## src/hdl/pncc_pkg.sv

```systemverilog
// ----------------------------------------------------------------------------
// pncc_pkg
// Shared widths, job record and controller states for the patch NCC block.
// ----------------------------------------------------------------------------
package pncc_pkg;

  localparam int unsigned MAX_PIXELS = 1024;
  localparam int unsigned PIX_W      = 8;
  localparam int unsigned CNT_W      = $clog2(MAX_PIXELS + 1);

  // largest sum: every pixel pair at full scale
  localparam longint unsigned MAX_SUM = 64'(MAX_PIXELS) * 64'd65025;
  localparam int unsigned SUM_W       = $clog2(MAX_SUM + 1);
  localparam int unsigned SQ_W        = 2 * PIX_W;
  localparam int unsigned PROD_W      = 2 * SUM_W;

  // score is Q1.16, search runs one bit per cycle from the integer bit down
  localparam int unsigned FRAC_W   = 16;
  localparam int unsigned SCORE_W  = FRAC_W + 1;
  localparam int unsigned STEP_W   = $clog2(SCORE_W);
  localparam int unsigned REM_W    = PROD_W + 2 * FRAC_W + 2;

  localparam int unsigned QUEUE_DEPTH = 2;

  typedef struct packed {
    logic [SUM_W-1:0] energy_a;
    logic [SUM_W-1:0] energy_b;
    logic [SUM_W-1:0] cross_sum;
    logic             too_long;
  } pncc_job_t;

  typedef enum logic [2:0] {
    ST_IDLE,
    ST_MUL_AB,
    ST_MUL_CC,
    ST_ITER,
    ST_DONE
  } pncc_state_e;

endpackage

```

## src/hdl/pncc_if.sv

```systemverilog
// ----------------------------------------------------------------------------
// pncc_if
// Valid/ready channels for pixel pairs in and correlation results out.
// ----------------------------------------------------------------------------
interface pncc_in_if;
  logic                         valid;
  logic                         ready;
  logic [pncc_pkg::PIX_W-1:0]   pixel_a;
  logic [pncc_pkg::PIX_W-1:0]   pixel_b;
  logic                         last_pixel;

  modport source (output valid, output pixel_a, output pixel_b, output last_pixel,
                  input ready);
  modport sink   (input valid, input pixel_a, input pixel_b, input last_pixel,
                  output ready);
endinterface

interface pncc_out_if;
  logic                         valid;
  logic                         ready;
  logic [pncc_pkg::SCORE_W-1:0] score;
  logic                         zero_energy;
  logic                         too_long;

  modport source (output valid, output score, output zero_energy, output too_long,
                  input ready);
  modport sink   (input valid, input score, input zero_energy, input too_long,
                  output ready);
endinterface

```

## src/hdl/patch_normalized_cross_correlation_top.sv

```systemverilog
// ----------------------------------------------------------------------------
// patch_normalized_cross_correlation_top
// Un-centred normalized cross-correlation of two 8-bit pixel patches.
// ----------------------------------------------------------------------------
// Usage:
//   px_i  carries one pixel pair per transfer (pixel_a, pixel_b, last_pixel).
//         The accumulator takes one pair every cycle; ready drops only while
//         the two-entry job queue is full.
//   res_o carries one result per patch (score in Q1.16, zero_energy,
//         too_long), sent after the pair marked last.
//   After the transfer of the last pair, a job goes through the queue, two
//   passes through the shared 26x26 multiplier, a bit-serial score search
//   (one score bit per cycle) and the result register; a zero-energy patch
//   skips the multiplier and the search. Pairs stream at one per cycle while
//   the queue has room; the score engine takes one patch at a time, so patches
//   arriving faster than it finishes them fill the queue and throttle px_i.
//   Pairs beyond MAX_PIXELS are accepted but left out of the sums and flag
//   too_long.
//   Reset clears the sums, empties the queue and clears the result valid flag.
//   A stalled res_o holds its result; the engine waits on it while the
//   accumulator keeps taking pairs until the queue fills.
// ----------------------------------------------------------------------------
module patch_normalized_cross_correlation_top (
  input  logic        clk_i,
  input  logic        rst_ni,
  pncc_in_if.sink     px_i,
  pncc_out_if.source  res_o
);

  logic                push_valid, push_ready;
  logic                pop_valid, pop_ready;
  pncc_pkg::pncc_job_t push_job, pop_job;

  pncc_front u_front (
    .clk_i       (clk_i),
    .rst_ni      (rst_ni),
    .px_i        (px_i),
    .job_valid_o (push_valid),
    .job_o       (push_job),
    .job_ready_i (push_ready)
  );

  pncc_queue u_queue (
    .clk_i        (clk_i),
    .rst_ni       (rst_ni),
    .push_valid_i (push_valid),
    .push_ready_o (push_ready),
    .push_data_i  (push_job),
    .pop_valid_o  (pop_valid),
    .pop_ready_i  (pop_ready),
    .pop_data_o   (pop_job)
  );

  pncc_back u_back (
    .clk_i       (clk_i),
    .rst_ni      (rst_ni),
    .job_valid_i (pop_valid),
    .job_ready_o (pop_ready),
    .job_i       (pop_job),
    .res_o       (res_o)
  );

endmodule

```

## src/hdl/pncc_front.sv

```systemverilog
// ----------------------------------------------------------------------------
// pncc_front
// Accepts pixel pairs, keeps the running energy and cross sums, and hands a
// finished patch to the job queue on the pair marked last.
// ----------------------------------------------------------------------------
module pncc_front (
  input  logic                 clk_i,
  input  logic                 rst_ni,
  pncc_in_if.sink              px_i,
  output logic                 job_valid_o,
  output pncc_pkg::pncc_job_t  job_o,
  input  logic                 job_ready_i
);

  logic [pncc_pkg::SUM_W-1:0] energy_a_q, energy_a_d;
  logic [pncc_pkg::SUM_W-1:0] energy_b_q, energy_b_d;
  logic [pncc_pkg::SUM_W-1:0] cross_q, cross_d;
  logic [pncc_pkg::CNT_W-1:0] count_q, count_d;
  logic                       ovf_q, ovf_d;

  logic                       room;
  logic                       xfer;
  logic [pncc_pkg::SQ_W-1:0]  sq_a, sq_b, prod_ab;
  logic [pncc_pkg::SUM_W-1:0] acc_a, acc_b, acc_c;

  assign px_i.ready = job_ready_i;
  assign xfer       = px_i.valid && px_i.ready;
  assign room       = count_q < pncc_pkg::CNT_W'(pncc_pkg::MAX_PIXELS);

  assign sq_a    = pncc_pkg::SQ_W'(px_i.pixel_a) * pncc_pkg::SQ_W'(px_i.pixel_a);
  assign sq_b    = pncc_pkg::SQ_W'(px_i.pixel_b) * pncc_pkg::SQ_W'(px_i.pixel_b);
  assign prod_ab = pncc_pkg::SQ_W'(px_i.pixel_a) * pncc_pkg::SQ_W'(px_i.pixel_b);

  // drop the pair from the sums once the patch is full
  assign acc_a = room ? energy_a_q + pncc_pkg::SUM_W'(sq_a)    : energy_a_q;
  assign acc_b = room ? energy_b_q + pncc_pkg::SUM_W'(sq_b)    : energy_b_q;
  assign acc_c = room ? cross_q    + pncc_pkg::SUM_W'(prod_ab) : cross_q;

  assign job_valid_o        = px_i.valid && px_i.last_pixel;
  assign job_o.energy_a     = acc_a;
  assign job_o.energy_b     = acc_b;
  assign job_o.cross_sum    = acc_c;
  assign job_o.too_long     = ovf_q || !room;

  always_comb begin
    energy_a_d = energy_a_q;
    energy_b_d = energy_b_q;
    cross_d    = cross_q;
    count_d    = count_q;
    ovf_d      = ovf_q;
    if (xfer) begin
      if (px_i.last_pixel) begin
        energy_a_d = '0;
        energy_b_d = '0;
        cross_d    = '0;
        count_d    = '0;
        ovf_d      = 1'b0;
      end else begin
        energy_a_d = acc_a;
        energy_b_d = acc_b;
        cross_d    = acc_c;
        count_d    = room ? count_q + 1'b1 : count_q;
        ovf_d      = ovf_q || !room;
      end
    end
  end

  always_ff @(posedge clk_i or negedge rst_ni) begin
    if (!rst_ni) begin
      energy_a_q <= '0;
      energy_b_q <= '0;
      cross_q    <= '0;
      count_q    <= '0;
      ovf_q      <= 1'b0;
    end else begin
      energy_a_q <= energy_a_d;
      energy_b_q <= energy_b_d;
      cross_q    <= cross_d;
      count_q    <= count_d;
      ovf_q      <= ovf_d;
    end
  end

`ifndef SYNTHESIS
  a_ovf_sets: assert property (@(posedge clk_i) disable iff (!rst_ni)
    (xfer && !px_i.last_pixel && !room) |=> ovf_q)
    else $error("overflow flag not set on an ignored pair");
`endif

endmodule

```

## src/hdl/pncc_queue.sv

```systemverilog
// ----------------------------------------------------------------------------
// pncc_queue
// Short job queue between the accumulator and the score engine.
// ----------------------------------------------------------------------------
module pncc_queue (
  input  logic                 clk_i,
  input  logic                 rst_ni,
  input  logic                 push_valid_i,
  output logic                 push_ready_o,
  input  pncc_pkg::pncc_job_t  push_data_i,
  output logic                 pop_valid_o,
  input  logic                 pop_ready_i,
  output pncc_pkg::pncc_job_t  pop_data_o
);

  localparam int unsigned PTR_W = (pncc_pkg::QUEUE_DEPTH > 1) ?
                                  $clog2(pncc_pkg::QUEUE_DEPTH) : 1;
  localparam int unsigned FILL_W = $clog2(pncc_pkg::QUEUE_DEPTH + 1);
  localparam logic [PTR_W-1:0] LAST_PTR = PTR_W'(pncc_pkg::QUEUE_DEPTH - 1);

  pncc_pkg::pncc_job_t mem_q [pncc_pkg::QUEUE_DEPTH];
  logic [PTR_W-1:0]    wptr_q, wptr_d;
  logic [PTR_W-1:0]    rptr_q, rptr_d;
  logic [FILL_W-1:0]   fill_q, fill_d;
  logic                push, pop;

  assign push_ready_o = fill_q != FILL_W'(pncc_pkg::QUEUE_DEPTH);
  assign pop_valid_o  = fill_q != '0;
  assign pop_data_o   = mem_q[rptr_q];
  assign push         = push_valid_i && push_ready_o;
  assign pop          = pop_valid_o && pop_ready_i;

  always_comb begin
    wptr_d = wptr_q;
    rptr_d = rptr_q;
    fill_d = fill_q;
    if (push) begin
      wptr_d = (wptr_q == LAST_PTR) ? '0 : wptr_q + 1'b1;
    end
    if (pop) begin
      rptr_d = (rptr_q == LAST_PTR) ? '0 : rptr_q + 1'b1;
    end
    case ({push, pop})
      2'b10:   fill_d = fill_q + 1'b1;
      2'b01:   fill_d = fill_q - 1'b1;
      default: fill_d = fill_q;
    endcase
  end

  always_ff @(posedge clk_i or negedge rst_ni) begin
    if (!rst_ni) begin
      wptr_q <= '0;
      rptr_q <= '0;
      fill_q <= '0;
    end else begin
      wptr_q <= wptr_d;
      rptr_q <= rptr_d;
      fill_q <= fill_d;
    end
  end

  always_ff @(posedge clk_i) begin
    if (push) begin
      mem_q[wptr_q] <= push_data_i;
    end
  end

endmodule

```

## src/hdl/pncc_back.sv

```systemverilog
// ----------------------------------------------------------------------------
// pncc_back
// Score engine: forms energy_a*energy_b and cross^2 on one shared multiplier,
// then finds the Q1.16 score one bit per cycle with a restoring search; zero-energy jobs skip both.
// ----------------------------------------------------------------------------
module pncc_back (
  input  logic                 clk_i,
  input  logic                 rst_ni,
  input  logic                 job_valid_i,
  output logic                 job_ready_o,
  input  pncc_pkg::pncc_job_t  job_i,
  pncc_out_if.source           res_o
);

  localparam logic [pncc_pkg::SCORE_W-1:0] SCORE_ONE =
    pncc_pkg::SCORE_W'(1) << pncc_pkg::FRAC_W;

  pncc_pkg::pncc_state_e state_q, state_d;

  pncc_pkg::pncc_job_t          job_q;
  logic [pncc_pkg::PROD_W-1:0]  p_q;
  logic [pncc_pkg::REM_W-1:0]   rem_q, x_q, y_q;
  logic [pncc_pkg::STEP_W-1:0]  k_q;
  logic [pncc_pkg::SCORE_W-1:0] s_q;
  logic                         zero_q;

  logic                         out_valid_q;
  logic [pncc_pkg::SCORE_W-1:0] out_score_q;
  logic                         out_zero_q;
  logic                         out_long_q;

  logic [pncc_pkg::SUM_W-1:0]   mul_x, mul_y;
  logic [pncc_pkg::PROD_W-1:0]  prod;
  logic [pncc_pkg::REM_W-1:0]   trial;
  logic                         take;
  logic                         job_zero;
  logic                         load_out;
  logic                         out_free;

  assign mul_x = (state_q == pncc_pkg::ST_MUL_AB) ? job_q.energy_a : job_q.cross_sum;
  assign mul_y = (state_q == pncc_pkg::ST_MUL_AB) ? job_q.energy_b : job_q.cross_sum;
  assign prod  = pncc_pkg::PROD_W'(mul_x) * pncc_pkg::PROD_W'(mul_y);

  // t^2*P - s^2*P for t = s + 2^k, kept pre-shifted in x_q and y_q
  assign trial    = x_q + y_q;
  assign take     = trial <= rem_q;
  assign job_zero = (job_i.energy_a == '0) || (job_i.energy_b == '0);
  assign out_free = !out_valid_q || res_o.ready;

  always_comb begin
    state_d     = state_q;
    job_ready_o = 1'b0;
    load_out    = 1'b0;
    case (state_q)
      pncc_pkg::ST_IDLE: begin
        job_ready_o = 1'b1;
        if (job_valid_i) begin
          state_d = job_zero ? pncc_pkg::ST_DONE : pncc_pkg::ST_MUL_AB;
        end
      end
      pncc_pkg::ST_MUL_AB: state_d = pncc_pkg::ST_MUL_CC;
      pncc_pkg::ST_MUL_CC: state_d = pncc_pkg::ST_ITER;
      pncc_pkg::ST_ITER: begin
        if (k_q == '0) begin
          state_d = pncc_pkg::ST_DONE;
        end
      end
      pncc_pkg::ST_DONE: begin
        if (out_free) begin
          load_out = 1'b1;
          state_d  = pncc_pkg::ST_IDLE;
        end
      end
      default: state_d = pncc_pkg::ST_IDLE;
    endcase
  end

  always_ff @(posedge clk_i or negedge rst_ni) begin
    if (!rst_ni) begin
      state_q <= pncc_pkg::ST_IDLE;
    end else begin
      state_q <= state_d;
    end
  end

  always_ff @(posedge clk_i) begin
    case (state_q)
      pncc_pkg::ST_IDLE: begin
        if (job_valid_i) begin
          job_q  <= job_i;
          zero_q <= job_zero;
          s_q    <= '0;
        end
      end
      pncc_pkg::ST_MUL_AB: begin
        p_q <= prod;
      end
      pncc_pkg::ST_MUL_CC: begin
        rem_q <= pncc_pkg::REM_W'({prod, {(2 * pncc_pkg::FRAC_W){1'b0}}});
        y_q   <= pncc_pkg::REM_W'({p_q, {(2 * pncc_pkg::FRAC_W){1'b0}}});
        x_q   <= '0;
        k_q   <= pncc_pkg::STEP_W'(pncc_pkg::FRAC_W);
      end
      pncc_pkg::ST_ITER: begin
        if (take) begin
          rem_q    <= rem_q - trial;
          x_q      <= (x_q >> 1) + y_q;
          s_q[k_q] <= 1'b1;
        end else begin
          x_q <= x_q >> 1;
        end
        y_q <= y_q >> 2;
        k_q <= k_q - 1'b1;
      end
      default: begin
      end
    endcase
  end

  // result register: hold until transfer, reload only when free
  always_ff @(posedge clk_i or negedge rst_ni) begin
    if (!rst_ni) begin
      out_valid_q <= 1'b0;
    end else if (load_out) begin
      out_valid_q <= 1'b1;
    end else if (res_o.ready) begin
      out_valid_q <= 1'b0;
    end
  end

  always_ff @(posedge clk_i) begin
    if (load_out) begin
      out_score_q <= s_q;
      out_zero_q  <= zero_q;
      out_long_q  <= job_q.too_long;
    end
  end

  assign res_o.valid       = out_valid_q;
  assign res_o.score       = out_score_q;
  assign res_o.zero_energy = out_zero_q;
  assign res_o.too_long    = out_long_q;

`ifndef SYNTHESIS
  a_zero_score: assert property (@(posedge clk_i) disable iff (!rst_ni)
    (res_o.valid && res_o.zero_energy) |-> (res_o.score == '0))
    else $error("zero-energy result carries a nonzero score");
  a_score_max: assert property (@(posedge clk_i) disable iff (!rst_ni)
    res_o.valid |-> (res_o.score <= SCORE_ONE))
    else $error("score above 1.0");
  a_iter_end: assert property (@(posedge clk_i) disable iff (!rst_ni)
    (state_q == pncc_pkg::ST_ITER && k_q == '0) |=> (state_q == pncc_pkg::ST_DONE))
    else $error("search did not finish after the last bit");
`endif

endmodule
```

## src/flat_wrapper.sv

```systemverilog
// flat-port wrapper written by rule: the top's interface ports become plain ports
module patch_normalized_cross_correlation_top_flat 
  (clk_i, rst_ni, px_i_valid, px_i_pixel_a, px_i_pixel_b, px_i_last_pixel, px_i_ready, res_o_valid, res_o_score, res_o_zero_energy, res_o_too_long, res_o_ready);
  pncc_in_if px_i_i ();
  pncc_out_if res_o_i ();
  input  logic clk_i;
  input  logic rst_ni;
  input wire logic [$bits(px_i_i.valid)-1:0] px_i_valid;
  input wire logic [$bits(px_i_i.pixel_a)-1:0] px_i_pixel_a;
  input wire logic [$bits(px_i_i.pixel_b)-1:0] px_i_pixel_b;
  input wire logic [$bits(px_i_i.last_pixel)-1:0] px_i_last_pixel;
  output wire logic [$bits(px_i_i.ready)-1:0] px_i_ready;
  output wire logic [$bits(res_o_i.valid)-1:0] res_o_valid;
  output wire logic [$bits(res_o_i.score)-1:0] res_o_score;
  output wire logic [$bits(res_o_i.zero_energy)-1:0] res_o_zero_energy;
  output wire logic [$bits(res_o_i.too_long)-1:0] res_o_too_long;
  input wire logic [$bits(res_o_i.ready)-1:0] res_o_ready;
  assign px_i_i.valid = px_i_valid;
  assign px_i_i.pixel_a = px_i_pixel_a;
  assign px_i_i.pixel_b = px_i_pixel_b;
  assign px_i_i.last_pixel = px_i_last_pixel;
  assign px_i_ready = px_i_i.ready;
  assign res_o_valid = res_o_i.valid;
  assign res_o_score = res_o_i.score;
  assign res_o_zero_energy = res_o_i.zero_energy;
  assign res_o_too_long = res_o_i.too_long;
  assign res_o_i.ready = res_o_ready;
  patch_normalized_cross_correlation_top u_core (.clk_i(clk_i), .rst_ni(rst_ni), .px_i(px_i_i), .res_o(res_o_i));
endmodule
```

## config.mk

```make
export PLATFORM = sky130hd
export DESIGN_NAME = patch_normalized_cross_correlation_top_flat
export DESIGN_NICKNAME = d
export VERILOG_FILES = /design/src/hdl/pncc_pkg.sv /design/src/hdl/pncc_if.sv /design/src/hdl/patch_normalized_cross_correlation_top.sv /design/src/hdl/pncc_front.sv /design/src/hdl/pncc_queue.sv /design/src/hdl/pncc_back.sv /design/src/flat_wrapper.sv
export SDC_FILE = /design/constraint.sdc
export NUM_CORES = 2
export LEC_CHECK = 0
export BUFFER_PORTS_ARGS = -buffer_cell sky130_fd_sc_hd__buf_2
export CAP_MARGIN = 5
export CORE_MARGIN = 2
export CORE_UTILIZATION = 60
export CTS_CLUSTER_DIAMETER = 40
export DETAILED_ROUTE_END_ITERATION = 6
export PLACE_DENSITY = 0.9
export SYNTH_ARGS = -nofsm -noshare
export SYNTH_HDL_FRONTEND = slang
export SYNTH_HIERARCHICAL = 1
export SYNTH_SLANG_ARGS = --single-unit
```

## constraint.sdc

```tcl
create_clock -name clk_i -period 13.05 [get_ports clk_i]
set_clock_uncertainty 0.15 [all_clocks]
set_input_delay 0 -clock clk_i [delete_from_list [all_inputs] [get_ports clk_i]]
set_output_delay 0 -clock clk_i [all_outputs]
set_load 0.01 [all_outputs]
```

==> results.py <==
metrics = {
    "run_status": {
        "outcome": "finished, violations left",
        "violations": "design-rule violations",
    },
    "cts": {
        "post_cts_buffers": 0,
        "cts_resized": 0,
        "cts_root_buffer": "clkbuf_16",
        "clk_pin_slew_ns": 0.06,
        "clk_path_buf_depth": 3,
        "numClockSinks": 685,
        "cts_tree": "built",
        "cts_buffers": 107,
        "cts_max_level": 3,
        "insertion_delay_ns": 0.77,
    },
    "synth": {
        "avgSynthCellArea_um2": 9.21,
        "syn-cell-area_um2": 72800,
        "synthCells": 7902,
        "ys_dominant_reg_cell": "edfxtp_1",
        "synth_cell_types": 107,
        "async_flop_share_pct": 14.3,
        "ys_seq_area_share_pct": 27.6,
        "ys_warn_count": 6,
        "syn-num-nets": 9202,
        "synth_edf_count": 587,
        "synth-seq-cells": 685,
    },
    "global_routing": {
        "grtUsageMet1_pct": 42.7,
        "gr-usage-met3_pct": 6.74,
        "antenna_found_initial": 3,
        "grt_overflow": 0,
        "grt_usage_pct": 34.5,
        "top_usage_layer": "met2",
        "grt_pass1_vias": 62100,
        "grt_max_degree": 139,
        "grt_pass1_wl_um": 339000,
        "met2_usage_pct": 56.9,
    },
    "run": {
        "maxCapViolCount": 0,
    },
    "final_layout": {
        "nets": 9072,
        "filler_cell_count": 9151,
        "final_cell_mix": "nand2_1 (1118), inv_1 (1009), fa_1 (701)",
        "layout-drive-gt1-share_pct": 6.45,
        "n_antenna_cell": 0,
        "mostFrequentLayoutCell": "nand2_1",
        "area_delta_synth_final_pct": 7.30,
    },
    "routing": {
        "drt-pass1-iter-count": 7,
        "postRouteAntennaNets": 0,
        "drt-total-wl_um": 215000,
        "route.detailed.drc": 1,
        "drt_iter0_drc": 6725,
        "routedWlPerCell_um": 22.7,
        "routed_via_density": 6.35,
        "vias": 60200,
    },
    "setup_path": {
        "crit_path_end_kind": "register",
        "critPathKind": "reg2reg",
        "arrival_ns": 10.67,
        "slowest_delay_ns": 0.87,
        "crit_slowest_cell": "buf_4",
        "cp-start-kind": "register",
        "reg2reg_slack_ns": 2.71,
        "cp_common_cell": "fa_1",
        "path_max_fanout": 73,
        "worstPathRequired_ns": 13.39,
    },
    "floorplanning": {
        "ios": 42,
        "die_x_um": 352,
        "fp.dieArea_um2": 124000,
        "core_area_um2": 120000,
        "start_util_pct": 60.6,
        "die_y_um": 352,
        "rows": 127,
    },
    "sta": {
        "worst_pin_slew_ns": 1.34,
        "finalSetupViolCount": 0,
        "slew_violations": 0,
        "rsz0062_at_grt": "no",
        "finalSetupTns_ns": 0,
        "max_slew_margin_pct": 10.9,
        "finalHoldViolations": 0,
        "period_needed_ns": 10.34,
        "maxClockFrequency_mhz": 96.7,
        "fin_crit_sh_pct": 79.2,
    },
    "place": {
        "dp_hpwl_um": 158000,
        "place_congestion": 0.978,
        "port_buffers": 41,
    },
    "worst_hold_path": {
        "min_path_type": "in2reg",
    },
}
[timing repair]
action | CTS | global route
hold endpoints to repair | 184 | 0
hold buffers | 8 | 0
endpoints found under the setup margin | 0 | 0
[layer usage]
metal / vias to the layer above / share of wire [%]
met2: 3615 / 47
li1: 26400 / -
met3: 862 / 9.9
met4: 4 / 6.3
met5: - / 0.051
met1: 29300 / 37
[area by class of cell]
class,count,area (um2),share of cell area (%)
clock buffer,120,2810,3.60
clock inverter,81,1050,1.34
tap,1612,2020,2.58
inverter,1012,3800,4.87
multi-input combinational,5838,47500,60.8
timing repair buffer,128,903,1.16
sequential,685,20100,25.7
[critical path: cells and delay by family (launching register included)]
kind	cells	cell delay, ns
fa+ha+maj	8	3.51
flops	1	0.49
xor+xnor	1	0.14
buf+inv	6	1.88
compound gates	7	2.38
simple gates	8	1.47
[stage by stage]
stage / instances / util [%] / instance area [um2] / setup slack, ns / hold slack (ns)
global route: 9476 / 65.0 / 78100 / 2.17 / 0.159
global placement: 9267 / 61.7 / 74200 / 3.15 / -0.146
CTS: 9476 / 65.0 / 78100 / 2.84 / 0.0779
floorplan: 7902 / - / 72800 / 3.26 / -0.446
detailed placement: 9267 / 61.7 / 74200 / 2.92 / -0.143
finish: 9476 / 65.0 / 78100 / 2.71 / 0.133
[flip-flops by register name (all words and copies together) (netlist names), 17 cells and up]
name / count
u_core/u_back/x_q: 86
u_core/u_front/energy_a_q: 26
u_core/u_back/y_q: 84
u_core/u_back/res_o.score: 17
u_core/u_back/s_q: 17
u_core/u_queue/mem_q: 158
u_core/u_front/cross_q: 26
u_core/u_back/rem_q: 86
u_core/u_back/job_q: 79
u_core/u_front/energy_b_q: 26
u_core/u_back/p_q: 52
[path summary, 6_finish.rpt]
kind,from,to,cells after the start
max in group asynchronous,rst_ni,u_core/u_queue/rptr_q,4
setup reg to reg,u_core/u_back/state_q[2],u_core/u_back/rem_q[80],30
hold reg to reg,u_core/u_back/job_q[0],u_core/u_back/res_o.too_long,0
min in group asynchronous,rst_ni,u_core/u_front/cross_q[18],4
setup / recovery,u_core/u_back/state_q[2],u_core/u_back/rem_q[80],30
hold / removal,res_o_ready,u_core/u_back/res_o.valid,4
[cell usage after synthesis (all sizes together), types with 12 or more instances]
master   instances  area (um2)
a211o           12         105
a211oi          41         335
a21boi          21         158
a21o           216        1620
a21oi          552        2780
a221o           16         160
a221oi          14         135
a22o            19         166
a31oi           66         440
and2           135         848
and3            80         500
and4            13         114
buf             56         399
clkbuf         311        1170
dfrtp           98        2450
edfxtp         587       17600
fa             701       14000
ha             578        7230
inv           1012        3800
mux2           101        1430
mux2i           14         140
nand2         1120        4200
nand2b          44         275
nand3          101         505
nand4          117         738
nor2           650        2440
nor2b           44         275
nor3            75         375
nor3b           13        97.6
nor4            28         175
o2111ai         13         131
o211ai          26         205
o21a            34         255
o21ai          318        1610
o21bai          85         638
o221ai          19         166
o311ai          13         129
o31a            15         131
o31ai           35         287
or2             17         106
or3             24         150
xnor2          229        2010
xor2           128        1120
[cells by family (layout without fill, tap and decap cells)]
group	count (synthesis)	after routing	share of synthesized area (%)
simple gates	2488	2488	15.2
compound gates	1599	1599	14.2
fa+ha+maj	1279	1279	29.2
xor+xnor	357	357	4.29
mux	115	115	2.16
flops	685	685	27.6
buf+inv	1379	1341	7.37
Power is not shown: default switching activity piles up to over one toggle a cycle in this logic, so the estimate is an artifact.
